==> config.mk <==
export PLATFORM = sky130hd
export DESIGN_NAME = dma_read_request_generator_unit_flat
export DESIGN_NICKNAME = d
export VERILOG_FILES = /design/src/rtl/core/drrg_pkg.sv /design/src/rtl/core/drrg_if.sv /design/src/rtl/core/drrg_in_stage.sv /design/src/rtl/core/drrg_core.sv /design/src/rtl/core/drrg_out_stage.sv /design/src/rtl/core/dma_read_request_generator_unit.sv /design/src/flat_wrapper.sv
export VERILOG_INCLUDE_DIRS = /design/src /design/src/rtl/core
export SDC_FILE = /design/constraint.sdc
export NUM_CORES = 1
export LEC_CHECK = 0
export BUFFER_PORTS_ARGS = -buffer_cell sky130_fd_sc_hd__buf_2
export CAP_MARGIN = 20
export CORE_ASPECT_RATIO = 1.2
export CORE_MARGIN = 5
export CORE_UTILIZATION = 35
export CTS_CLUSTER_SIZE = 16
export DETAILED_ROUTE_END_ITERATION = 10
export GPL_TIMING_DRIVEN = 0
export PLACE_DENSITY = 0.63
export SYNTH_ARGS = -nofsm -noshare
export SYNTH_HDL_FRONTEND = slang
export SYNTH_SLANG_ARGS = --single-unit
==> constraint.sdc <==
create_clock -name clock -period 8.8 [get_ports clock]
set_input_delay 0.88 -clock clock [delete_from_list [all_inputs] [get_ports clock]]
set_output_delay 0.88 -clock clock [all_outputs]
set_load 0.02 [all_outputs]
==> src/rtl/core/dma_read_request_generator_unit_macros.svh <==
// Assertion macros for the DMA read request generator.
// Used by the top level only; no other dependencies.
`ifndef DMA_READ_REQUEST_GENERATOR_UNIT_MACROS_SVH
`define DMA_READ_REQUEST_GENERATOR_UNIT_MACROS_SVH

// Check that cons holds in the same cycle as ante.
`define DRRG_ASSERT_SAME(label, clk, rst, ante, cons) \
   label: assert property (@(posedge clk) disable iff (rst) (ante) |-> (cons)) \
      else $error("drrg: same-cycle check failed");

// Check that cons holds in the cycle after ante.
`define DRRG_ASSERT_NEXT(label, clk, rst, ante, cons) \
   label: assert property (@(posedge clk) disable iff (rst) (ante) |=> (cons)) \
      else $error("drrg: next-cycle check failed");

`endif

==> src/rtl/core/drrg_pkg.sv <==
// Shared types and constants for the DMA read request generator.
// No dependencies.
`timescale 1ns / 1ps

package drrg_pkg;

   // Default configuration
   localparam int BUF_COUNT_DEF       = 8;
   localparam int BATCH_BEATS_DEF     = 8;
   localparam int BEAT_BYTES_LOG2_DEF = 6;
   localparam int BUF_BYTES_DEF       = 2097152;
   localparam int FLUSH_TICKS_DEF     = 64;

   // Credit count after reset or flush
   localparam logic [9:0] CREDIT_RESET = 10'd512;

   typedef struct packed {
      logic        addr_valid;
      logic [31:0] addr_word;
      logic        commit_valid;
      logic [31:0] commit_len;
      logic        req_ready;
      logic        release_credit;
      logic        flush;
   } req_item_type;

   typedef struct packed {
      logic        addr_taken;
      logic        commit_taken;
      logic        req_valid;
      logic [39:0] req_addr;
      logic [9:0]  ctx_bytes;
      logic        ctx_last;
      logic [39:0] ctx_meta_addr;
      logic        flushing;
   } rsp_item_type;

   // Input register contents: item plus estimated commit_len / batch bytes
   typedef struct packed {
      logic         valid;
      req_item_type item;
      logic [31:0]  quot;
   } stage_type;

   // Core control state visible to the top level
   typedef struct packed {
      logic issuing;
      logic have_length;
      logic flush_active;
   } status_type;

endpackage

==> src/rtl/core/drrg_if.sv <==
// Valid/ready channel interfaces for request ticks and result ticks.
// Depends on drrg_pkg for the payload types.
`timescale 1ns / 1ps

interface drrg_req_if;
   import drrg_pkg::*;
   logic         valid;
   logic         ready;
   req_item_type payload;
   modport source (output valid, output payload, input ready);
   modport sink   (input valid, input payload, output ready);
endinterface

interface drrg_rsp_if;
   import drrg_pkg::*;
   logic         valid;
   logic         ready;
   rsp_item_type payload;
   modport source (output valid, output payload, input ready);
   modport sink   (input valid, input payload, output ready);
endinterface

==> src/rtl/core/drrg_in_stage.sv <==
// Input register of the generator, with the reciprocal multiply that
// estimates commit_len / batch bytes. Depends on drrg_pkg and drrg_if.
`timescale 1ns / 1ps

module drrg_in_stage #(
   parameter int BATCH_BEATS     = drrg_pkg::BATCH_BEATS_DEF,
   parameter int BEAT_BYTES_LOG2 = drrg_pkg::BEAT_BYTES_LOG2_DEF
) (
   input  logic                clock,
   input  logic                reset,
   drrg_req_if.sink            req_ch,
   input  logic                adv,
   output drrg_pkg::stage_type stage
);
   import drrg_pkg::*;

   localparam int          BB_BYTES = BATCH_BEATS << BEAT_BYTES_LOG2;
   // floor(2^32 / batch bytes); the quotient estimate is low by at most one
   localparam logic [32:0] RECIP    = 33'((65'd1 << 32) / 65'(BB_BYTES));

   logic         valid_ff, valid_in;
   req_item_type item_ff;
   logic [31:0]  quot_ff;
   logic [64:0]  prod;
   logic         accept;

   assign req_ch.ready = !valid_ff || adv;
   assign accept       = req_ch.valid && req_ch.ready;

   // Estimate the quotient of the offered length
   assign prod = {33'd0, req_ch.payload.commit_len} * {32'd0, RECIP};

   // Hold the item until the core advances it
   always_comb begin
      valid_in = valid_ff;
      if (accept) begin
         valid_in = 1'b1;
      end else if (adv) begin
         valid_in = 1'b0;
      end
   end

   always_ff @(posedge clock) begin
      if (reset) begin
         valid_ff <= 1'b0;
      end else begin
         valid_ff <= valid_in;
      end
   end

   always_ff @(posedge clock) begin
      if (accept) begin
         item_ff <= req_ch.payload;
         quot_ff <= prod[63:32];
      end
   end

   assign stage.valid = valid_ff;
   assign stage.item  = item_ff;
   assign stage.quot  = quot_ff;

endmodule

==> src/rtl/core/drrg_core.sv <==
// Control state, buffer base table and request computation of the
// generator. Depends on drrg_pkg.
`timescale 1ns / 1ps

module drrg_core #(
   parameter int BUF_COUNT       = drrg_pkg::BUF_COUNT_DEF,
   parameter int BATCH_BEATS     = drrg_pkg::BATCH_BEATS_DEF,
   parameter int BEAT_BYTES_LOG2 = drrg_pkg::BEAT_BYTES_LOG2_DEF,
   parameter int BUF_BYTES       = drrg_pkg::BUF_BYTES_DEF,
   parameter int FLUSH_TICKS     = drrg_pkg::FLUSH_TICKS_DEF
) (
   input  logic                   clock,
   input  logic                   reset,
   input  drrg_pkg::stage_type    stage,
   input  logic                   adv,
   output drrg_pkg::rsp_item_type res,
   output drrg_pkg::status_type   status
);
   import drrg_pkg::*;

   localparam int             IDX_W    = (BUF_COUNT > 1) ? $clog2(BUF_COUNT) : 1;
   localparam int             BB_BYTES = BATCH_BEATS << BEAT_BYTES_LOG2;
   localparam logic [IDX_W-1:0] LAST_IDX = IDX_W'(BUF_COUNT - 1);
   localparam logic [39:0]    BB40     = 40'(BB_BYTES);
   localparam logic [32:0]    BB33     = 33'(BB_BYTES);
   localparam logic [17:0]    BB18     = 18'(BB_BYTES);
   localparam logic [9:0]     BB10     = 10'(BB_BYTES);
   localparam logic [9:0]     BEATS10  = 10'(BATCH_BEATS);
   localparam logic [39:0]    BUF40    = 40'(BUF_BYTES);
   localparam logic [15:0]    FLUSH16  = 16'(FLUSH_TICKS);

   req_item_type it;

   // Control state
   logic             issuing_ff, issuing_in;
   logic             expect_hi_ff, expect_hi_in;
   logic [IDX_W-1:0] store_idx_ff, store_idx_in;
   logic [IDX_W-1:0] cur_buf_ff, cur_buf_in;
   logic             have_len_ff, have_len_in;
   logic [9:0]       credits_ff, credits_in;
   logic             flush_active_ff, flush_active_in;
   logic [15:0]      flush_cnt_ff, flush_cnt_in;

   // Payload state
   logic [7:0]       hi_byte_ff, hi_byte_in;
   logic [39:0]      next_addr_ff, next_addr_in;
   logic [39:0]      cur_base_ff, cur_base_in;
   logic [39:0]      upper_ff, upper_in;
   logic [39:0]      meta_ff, meta_in;
   logic [9:0]       last_bytes_ff, last_bytes_in;

   // Base table
   logic [39:0]      base_mem [BUF_COUNT];
   logic [39:0]      nxt_base_ff;
   logic [IDX_W-1:0] rd_idx;
   logic             wr_en;
   logic [39:0]      wr_base;

   // Working values
   logic             flush_tick;
   logic [15:0]      flush_cnt_nxt;
   logic [9:0]       credits_mid;
   logic [39:0]      adv_addr;
   logic [32:0]      qbb;
   logic [32:0]      rem_est;
   logic [17:0]      rem_fix;
   logic [17:0]      rem_last;

   assign it = stage.item;

   // Table entry after the current buffer, read into a register ahead of its use
   assign rd_idx = (cur_buf_ff == LAST_IDX) ? '0 : cur_buf_ff + IDX_W'(1);

   always_ff @(posedge clock) begin
      if (wr_en && adv) begin
         base_mem[store_idx_ff] <= wr_base;
      end
      nxt_base_ff <= base_mem[rd_idx];
   end

   // Size of the closing batch: commit_len mod batch bytes, zero means full
   assign qbb      = {1'b0, stage.quot} * BB33;
   assign rem_est  = {1'b0, it.commit_len} - qbb;
   assign rem_fix  = (rem_est[17:0] >= BB18) ? rem_est[17:0] - BB18 : rem_est[17:0];
   assign rem_last = (rem_fix == 18'd0) ? BB18 : rem_fix;

   assign flush_tick    = flush_active_ff || it.flush;
   assign flush_cnt_nxt = flush_cnt_ff + 16'd1;
   assign adv_addr      = next_addr_ff + BB40;
   assign wr_base       = {hi_byte_ff, it.addr_word};

   // Next state and result for one tick
   always_comb begin
      res             = '0;
      wr_en           = 1'b0;
      issuing_in      = issuing_ff;
      expect_hi_in    = expect_hi_ff;
      store_idx_in    = store_idx_ff;
      cur_buf_in      = cur_buf_ff;
      have_len_in     = have_len_ff;
      credits_mid     = credits_ff;
      credits_in      = credits_ff;
      flush_active_in = flush_active_ff;
      flush_cnt_in    = flush_cnt_ff;
      hi_byte_in      = hi_byte_ff;
      next_addr_in    = next_addr_ff;
      cur_base_in     = cur_base_ff;
      upper_in        = upper_ff;
      meta_in         = meta_ff;
      last_bytes_in   = last_bytes_ff;

      if (flush_tick) begin
         // Drain inputs and clear control state
         res.addr_taken   = it.addr_valid;
         res.commit_taken = it.commit_valid;
         res.flushing     = 1'b1;
         issuing_in       = 1'b0;
         expect_hi_in     = 1'b1;
         store_idx_in     = '0;
         cur_buf_in       = '0;
         have_len_in      = 1'b0;
         credits_in       = CREDIT_RESET;
         if (flush_cnt_nxt == FLUSH16) begin
            flush_cnt_in    = '0;
            flush_active_in = 1'b0;
         end else begin
            flush_cnt_in    = flush_cnt_nxt;
            flush_active_in = 1'b1;
         end
      end else begin
         if (!issuing_ff) begin
            // Pair address words into buffer bases
            if (it.addr_valid) begin
               res.addr_taken = 1'b1;
               expect_hi_in   = !expect_hi_ff;
               if (expect_hi_ff) begin
                  hi_byte_in = it.addr_word[7:0];
               end else begin
                  wr_en        = 1'b1;
                  store_idx_in = store_idx_ff + IDX_W'(1);
                  if (store_idx_ff == '0) begin
                     cur_base_in = wr_base;
                  end
                  if (store_idx_ff == LAST_IDX) begin
                     issuing_in   = 1'b1;
                     next_addr_in = (store_idx_ff == '0) ? wr_base : cur_base_ff;
                  end
               end
            end
         end else if (have_len_ff) begin
            // Issue one batch when credits and downstream allow
            if (credits_ff >= BEATS10 && it.req_ready) begin
               res.req_valid = 1'b1;
               res.req_addr  = next_addr_ff;
               credits_mid   = credits_ff - BEATS10;
               if (adv_addr >= upper_ff) begin
                  res.ctx_bytes     = last_bytes_ff;
                  res.ctx_last      = 1'b1;
                  res.ctx_meta_addr = meta_ff;
                  cur_buf_in        = (cur_buf_ff == LAST_IDX) ? '0 : cur_buf_ff + IDX_W'(1);
                  next_addr_in      = nxt_base_ff;
                  cur_base_in       = nxt_base_ff;
                  have_len_in       = 1'b0;
               end else begin
                  res.ctx_bytes = BB10;
                  next_addr_in  = adv_addr;
               end
            end
         end else if (it.commit_valid) begin
            // Take the length and precompute the buffer end values
            res.commit_taken = 1'b1;
            have_len_in      = 1'b1;
            upper_in         = cur_base_ff + {8'd0, it.commit_len};
            meta_in          = cur_base_ff + BUF40;
            last_bytes_in    = rem_last[9:0];
         end
         credits_in = credits_mid + {9'd0, it.release_credit};
      end
   end

   always_ff @(posedge clock) begin
      if (reset) begin
         issuing_ff      <= 1'b0;
         expect_hi_ff    <= 1'b1;
         store_idx_ff    <= '0;
         cur_buf_ff      <= '0;
         have_len_ff     <= 1'b0;
         credits_ff      <= CREDIT_RESET;
         flush_active_ff <= 1'b0;
         flush_cnt_ff    <= '0;
      end else if (adv) begin
         issuing_ff      <= issuing_in;
         expect_hi_ff    <= expect_hi_in;
         store_idx_ff    <= store_idx_in;
         cur_buf_ff      <= cur_buf_in;
         have_len_ff     <= have_len_in;
         credits_ff      <= credits_in;
         flush_active_ff <= flush_active_in;
         flush_cnt_ff    <= flush_cnt_in;
      end
   end

   always_ff @(posedge clock) begin
      if (adv) begin
         hi_byte_ff    <= hi_byte_in;
         next_addr_ff  <= next_addr_in;
         cur_base_ff   <= cur_base_in;
         upper_ff      <= upper_in;
         meta_ff       <= meta_in;
         last_bytes_ff <= last_bytes_in;
      end
   end

   assign status.issuing      = issuing_ff;
   assign status.have_length  = have_len_ff;
   assign status.flush_active = flush_active_ff;

endmodule

==> src/rtl/core/drrg_out_stage.sv <==
// Result register of the generator, driving the result channel.
// Depends on drrg_pkg and drrg_if.
`timescale 1ns / 1ps

module drrg_out_stage (
   input  logic                   clock,
   input  logic                   reset,
   input  logic                   load,
   input  drrg_pkg::rsp_item_type res,
   output logic                   room,
   drrg_rsp_if.source             rsp_ch
);
   import drrg_pkg::*;

   logic         valid_ff, valid_in;
   rsp_item_type data_ff;

   assign room = !valid_ff || rsp_ch.ready;

   // Hold the result until the sink takes it
   always_comb begin
      valid_in = valid_ff;
      if (load) begin
         valid_in = 1'b1;
      end else if (rsp_ch.ready) begin
         valid_in = 1'b0;
      end
   end

   always_ff @(posedge clock) begin
      if (reset) begin
         valid_ff <= 1'b0;
      end else begin
         valid_ff <= valid_in;
      end
   end

   always_ff @(posedge clock) begin
      if (load) begin
         data_ff <= res;
      end
   end

   assign rsp_ch.valid   = valid_ff;
   assign rsp_ch.payload = data_ff;

endmodule

==> src/rtl/core/dma_read_request_generator_unit.sv <==
// DMA read request generator: one result item per accepted tick item.
// Items go from the input register to the result register on rsp_ch; one
// item per cycle sustained while rsp_ch is not stalled, set by the single
// state-update stage between them. Reset clears control state, sets 512
// credits and leaves the buffer base table undefined until loaded again.
`timescale 1ns / 1ps
`include "dma_read_request_generator_unit_macros.svh"

module dma_read_request_generator_unit #(
   parameter int BUF_COUNT       = drrg_pkg::BUF_COUNT_DEF,
   parameter int BATCH_BEATS     = drrg_pkg::BATCH_BEATS_DEF,
   parameter int BEAT_BYTES_LOG2 = drrg_pkg::BEAT_BYTES_LOG2_DEF,
   parameter int BUF_BYTES       = drrg_pkg::BUF_BYTES_DEF,
   parameter int FLUSH_TICKS     = drrg_pkg::FLUSH_TICKS_DEF
) (
   input  logic       clock,
   input  logic       reset,
   drrg_req_if.sink   req_ch,
   drrg_rsp_if.source rsp_ch
);
   import drrg_pkg::*;

   stage_type    stage;
   rsp_item_type res;
   status_type   status;
   logic         room;
   logic         adv;

   // Advance the held item when the result register has room
   assign adv = stage.valid && room;

   drrg_in_stage #(
      .BATCH_BEATS     (BATCH_BEATS),
      .BEAT_BYTES_LOG2 (BEAT_BYTES_LOG2)
   ) u_in (
      .clock  (clock),
      .reset  (reset),
      .req_ch (req_ch),
      .adv    (adv),
      .stage  (stage)
   );

   drrg_core #(
      .BUF_COUNT       (BUF_COUNT),
      .BATCH_BEATS     (BATCH_BEATS),
      .BEAT_BYTES_LOG2 (BEAT_BYTES_LOG2),
      .BUF_BYTES       (BUF_BYTES),
      .FLUSH_TICKS     (FLUSH_TICKS)
   ) u_core (
      .clock  (clock),
      .reset  (reset),
      .stage  (stage),
      .adv    (adv),
      .res    (res),
      .status (status)
   );

   drrg_out_stage u_out (
      .clock  (clock),
      .reset  (reset),
      .load   (adv),
      .res    (res),
      .room   (room),
      .rsp_ch (rsp_ch)
   );

   // A flush tick leaves the block loading with no held length
   `DRRG_ASSERT_NEXT(a_flush_clears, clock, reset, adv && (status.flush_active || stage.item.flush), !status.issuing && !status.have_length)
   // Requests come only from the issuing phase with a length held
   `DRRG_ASSERT_SAME(a_req_when_issuing, clock, reset, adv && res.req_valid, status.issuing && status.have_length)
   // A full input register behind a stalled result blocks intake
   `DRRG_ASSERT_SAME(a_stall_blocks, clock, reset, stage.valid && rsp_ch.valid && !rsp_ch.ready, !req_ch.ready)

endmodule

==> src/flat_wrapper.sv <==
// flat-port wrapper written by rule: the top's interface ports become plain ports
module dma_read_request_generator_unit_flat import drrg_pkg::*;
#(
   parameter int BUF_COUNT       = drrg_pkg::BUF_COUNT_DEF,
   parameter int BATCH_BEATS     = drrg_pkg::BATCH_BEATS_DEF,
   parameter int BEAT_BYTES_LOG2 = drrg_pkg::BEAT_BYTES_LOG2_DEF,
   parameter int BUF_BYTES       = drrg_pkg::BUF_BYTES_DEF,
   parameter int FLUSH_TICKS     = drrg_pkg::FLUSH_TICKS_DEF
)
  (clock, reset, req_ch_valid, req_ch_payload, req_ch_ready, rsp_ch_valid, rsp_ch_payload, rsp_ch_ready);
  drrg_req_if req_ch_i ();
  drrg_rsp_if rsp_ch_i ();
  input  logic clock;
  input  logic reset;
  input wire logic [$bits(req_ch_i.valid)-1:0] req_ch_valid;
  input wire logic [$bits(req_ch_i.payload)-1:0] req_ch_payload;
  output wire logic [$bits(req_ch_i.ready)-1:0] req_ch_ready;
  output wire logic [$bits(rsp_ch_i.valid)-1:0] rsp_ch_valid;
  output wire logic [$bits(rsp_ch_i.payload)-1:0] rsp_ch_payload;
  input wire logic [$bits(rsp_ch_i.ready)-1:0] rsp_ch_ready;
  assign req_ch_i.valid = req_ch_valid;
  assign req_ch_i.payload = req_ch_payload;
  assign req_ch_ready = req_ch_i.ready;
  assign rsp_ch_valid = rsp_ch_i.valid;
  assign rsp_ch_payload = rsp_ch_i.payload;
  assign rsp_ch_i.ready = rsp_ch_ready;
  dma_read_request_generator_unit #(.BUF_COUNT(BUF_COUNT), .BATCH_BEATS(BATCH_BEATS), .BEAT_BYTES_LOG2(BEAT_BYTES_LOG2), .BUF_BYTES(BUF_BYTES), .FLUSH_TICKS(FLUSH_TICKS)) u_core (.clock(clock), .reset(reset), .req_ch(req_ch_i), .rsp_ch(rsp_ch_i));
endmodule
==> flow_metrics.py <==
metrics = {
    "cts": {
        "cts_root_buf": "clkbuf_16",
        "cts_tree": "done",
        "cts_buffers": 73,
        "postCtsSetupRepairBufs": 0,
        "cts_sinks": 740,
        "clock_path_buffers": 3,
        "htree_levels": 3,
        "clock_latency_ps": 630,
        "cts_resized": 0,
        "cts.clk_slew.worst_paths_ps": 60,
        "ctsHoldBuffers": 0,
    },
    "power_and_ir_drop": {
        "max-vdd-ir-drop_mv": 0.1329,
        "p_leak_nw": 12.52,
        "p_per_area_nw_per_um2": 201.6,
    },
    "final_layout": {
        "drive_above_1_share": 0.1602,
        "nets": 2607,
        "syn2layout_area_growth_pct": 16.91,
        "final_util": 0.4127,
        "finish.instance_area_um2": 36260,
    },
    "timing": {
        "hold_viol": 0,
        "slew-limit-headroom": 0.3481,
        "worstMarginPinSlew_ps": 972.6,
        "timing.final.crit_share": 0.6039,
        "setup_viol": 0,
        "fin_crit_ps": 5314,
        "rsz0062_at_grt": "no",
        "drv_slew": 0,
        "max_freq_mhz": 188.2,
        "finClkSkew_ps": 27.10,
    },
    "floorplan": {
        "die_width_um": 281.7,
        "die_h_um": 336.1,
        "initial_utilization": 0.3530,
        "rows": 119,
        "core-area_um2": 87850,
        "io_pins": 170,
        "design.die.area_um2": 94680,
    },
    "critical_path": {
        "cp_top_family": "simple AND/OR/NAND/NOR gates",
        "cp_slowest_cell": "nor3_1",
        "worstPathRequired_ps": 9140,
        "cp_num_buf_inv": 2,
        "max_stage_delay_ps": 590,
        "crit_chain": "and4_1 > nand4_1 > nor3_1 > and2_1 > nand3_1 > xnor2_1 > ha_1 > a21o_1 > a21o_1 > a21oi_1 > o21ai_0 > a21oi_1 > o31a_1 > buf_2 > clkbuf_1 > o21a_1 > nor2_1",
        "crit_type": "flop to flop",
        "cp-end-kind": "flop",
        "path_depth": 17,
        "worstSetupStartpointType": "flop",
        "crit_fanout": 10,
        "rr_worst_depth": 17,
        "crit_arrival_ps": 5660,
    },
    "hold_path": {
        "holdPathStages": 1,
        "min_path_type": "input pin to flop",
    },
    "yosys": {
        "ys_seq_elements": 740,
        "syn_area_um2": 31010,
        "syn_inst": 2177,
        "ys.flop_type": "edfxtp_1",
        "synth-edff-count": 662,
        "syn_area_per_cell_um2": 14.25,
        "async_reset_ff_frac": 0,
        "ys_warn_count": 0,
        "synth.distinct_cells": 67,
        "yosys.area.top_type": "edfxtp_1",
        "synth_top_area_share": 0.6410,
        "synth_area_leaders": "edfxtp_1 (64%), dfxtp_1 (5.0%), ha_1 (3.3%)",
        "syn_nets": 2334,
        "ys_seq_area_frac": 0.6914,
    },
    "global_routing": {
        "grt_max_degree": 71,
        "track_usage": 0.1588,
        "antenna_found_initial": 7,
        "first_global_vias": 19108,
        "grt-ovfl-total": 0,
        "grt_pass1_wl_um": 115300,
    },
    "place": {
        "port_buffers": 169,
        "gp_congestion": 0.8959,
        "place_area_um2": 33780,
        "hpwl_um": 57100,
    },
    "detailed_routing": {
        "num_vias": 18514,
        "wire_per_inst_um": 20.81,
        "dr.pass1.iters": 5,
        "drc": 0,
        "drtIter0Drc": 1223,
        "wl_um": 76170,
        "postRouteAntennaNets": 0,
        "via_per_inst": 5.058,
    },
    "run_status": {
        "status": "complete, no violations",
    },
    "flow_run": {
        "maxCapViolCount": 0,
    },
}
-- synth_stat cells (3+ instances only) --
master      n
a211oi_1   37
a21o_1     10
a21oi_1   110
a22oi_1     6
a31oi_1     7
and2_1     90
and3_1     16
and4_1      4
buf_1      18
buf_2       4
clkbuf_1   73
dfxtp_1    78
edfxtp_1  662
ha_1       83
inv_1      95
mux2_2     16
mux2i_1    69
mux4_2     40
nand2_1   173
nand2b_1   16
nand3_1    42
nand3b_1    4
nand4_1    22
nor2_1    100
nor2b_1    32
nor3_1     32
nor4_1      6
o211ai_1   12
o21a_1     18
o21ai_0   107
o21ai_1     3
o21bai_1    5
o221ai_1   40
or2_2       3
or3_1       9
or4_1       4
xnor2_1    65
xor2_1     31
-- metal layers --
layer  vias up  global-route usage  share of wire
met5         -                   0         0.0011
met4        12             0.05855          0.032
li1       8734                   -              -
met3       146             0.02403          0.053
met1      9034              0.2062           0.42
met2       588              0.2715           0.49
-- stage by stage --
stage	hold WS (ps)	std cells	setup WS (ps)	power, mW	TNS (ps)
floorplan	435.6	2177	696.3	4.092	0
global placement	442.7	3495	-2661	4.191	-237240
detailed placement	452.9	3523	3429	4.197	0
CTS	393.1	3658	3414	7.385	0
global route	406.0	3659	3106	7.552	0
finish	432.5	3660	3486	7.310	0
-- cells by family (layout without fill, tap and decap cells) --
kind of cell	count (synthesis)	count (layout)	share of synthesized area
XOR/XNOR	96	96	0.02711
multiplexers	125	125	0.05713
flip-flops	740	740	0.6914
adder cells (fa/ha/maj)	84	84	0.03413
buffers and inverters	191	524	0.02328
AND/OR/NAND/NOR	561	561	0.08977
AO/OA/AOI/OAI	380	380	0.07722
other	0	1	0
-- layout by cell type, fill, tap and decap left out, types with 12 or more instances in the layout --
master	count
clkbuf_1	89
o211ai_1	12
mux4_2	40
nor2b_1	32
o221ai_1	40
mux2i_1	69
a211oi_1	37
inv_1	95
nand2_1	173
nor3_1	28
nor2_1	93
ha_1	83
buf_2	174
xnor2_1	65
nand2b_1	16
and2_1	89
a21oi_1	110
clkbuf_16	75
o21ai_0	107
mux2_2	16
nand4_1	22
clkinv_2	15
edfxtp_1	662
dfxtp_1	78
buf_1	18
xor2_1	31
nand3_1	42
and3_1	16
buf_6	13
o21a_1	18
-- where the power goes --
| part | switching (mW) | leakage, nW | internal, mW |
|---|---|---|---|
| Combinational | 0.133 | 4.69 | 0.0733 |
| Sequential | 0.0490 | 6.62 | 3.86 |
| Clock | 1.34 | 1.20 | 1.85 |
| Total | 1.52 | 12.5 | 5.79 |
-- layout make-up --
cell class / instances / area, um2
fill: 7994 / 51590
sequential: 740 / 21440
multi-input combinational: 1246 / 8925
clock buffer: 96 / 1996
tap: 1149 / 1438
timing repair buffer: 198 / 1272
clock inverter: 39 / 457.9
buffer: 95 / 365.4
inverter: 96 / 360.3
antenna: 1 / 2.502
-- flip-flops by register name, summed over array words and instances (netlist names), 16 cells and up --
name and flops:
u_core.u_core.base_mem 320, u_core.u_core.cur_base_ff 40, u_core.u_core.flush_cnt_ff 16, u_core.u_core.meta_ff 40, u_core.u_core.next_addr_ff 40, u_core.u_core.nxt_base_ff 40
u_core.u_core.upper_ff 40, u_core.u_in.stage 69, u_core.u_out.rsp_ch.payload 95
-- final timing paths --
kind                                   from                            end  slack [ps]
max          u_core.u_core.next_addr_ff[11]  u_core.u_core.next_addr_ff[7]        3490
min                      req_ch_payload[44]          u_core.u_in.stage[76]         430
max reg2reg  u_core.u_core.next_addr_ff[11]  u_core.u_core.next_addr_ff[7]        3490
min reg2reg     u_core.u_core.credits_ff[0]    u_core.u_core.credits_ff[0]         470
Note: power is estimated with default switching activity, not from simulation.
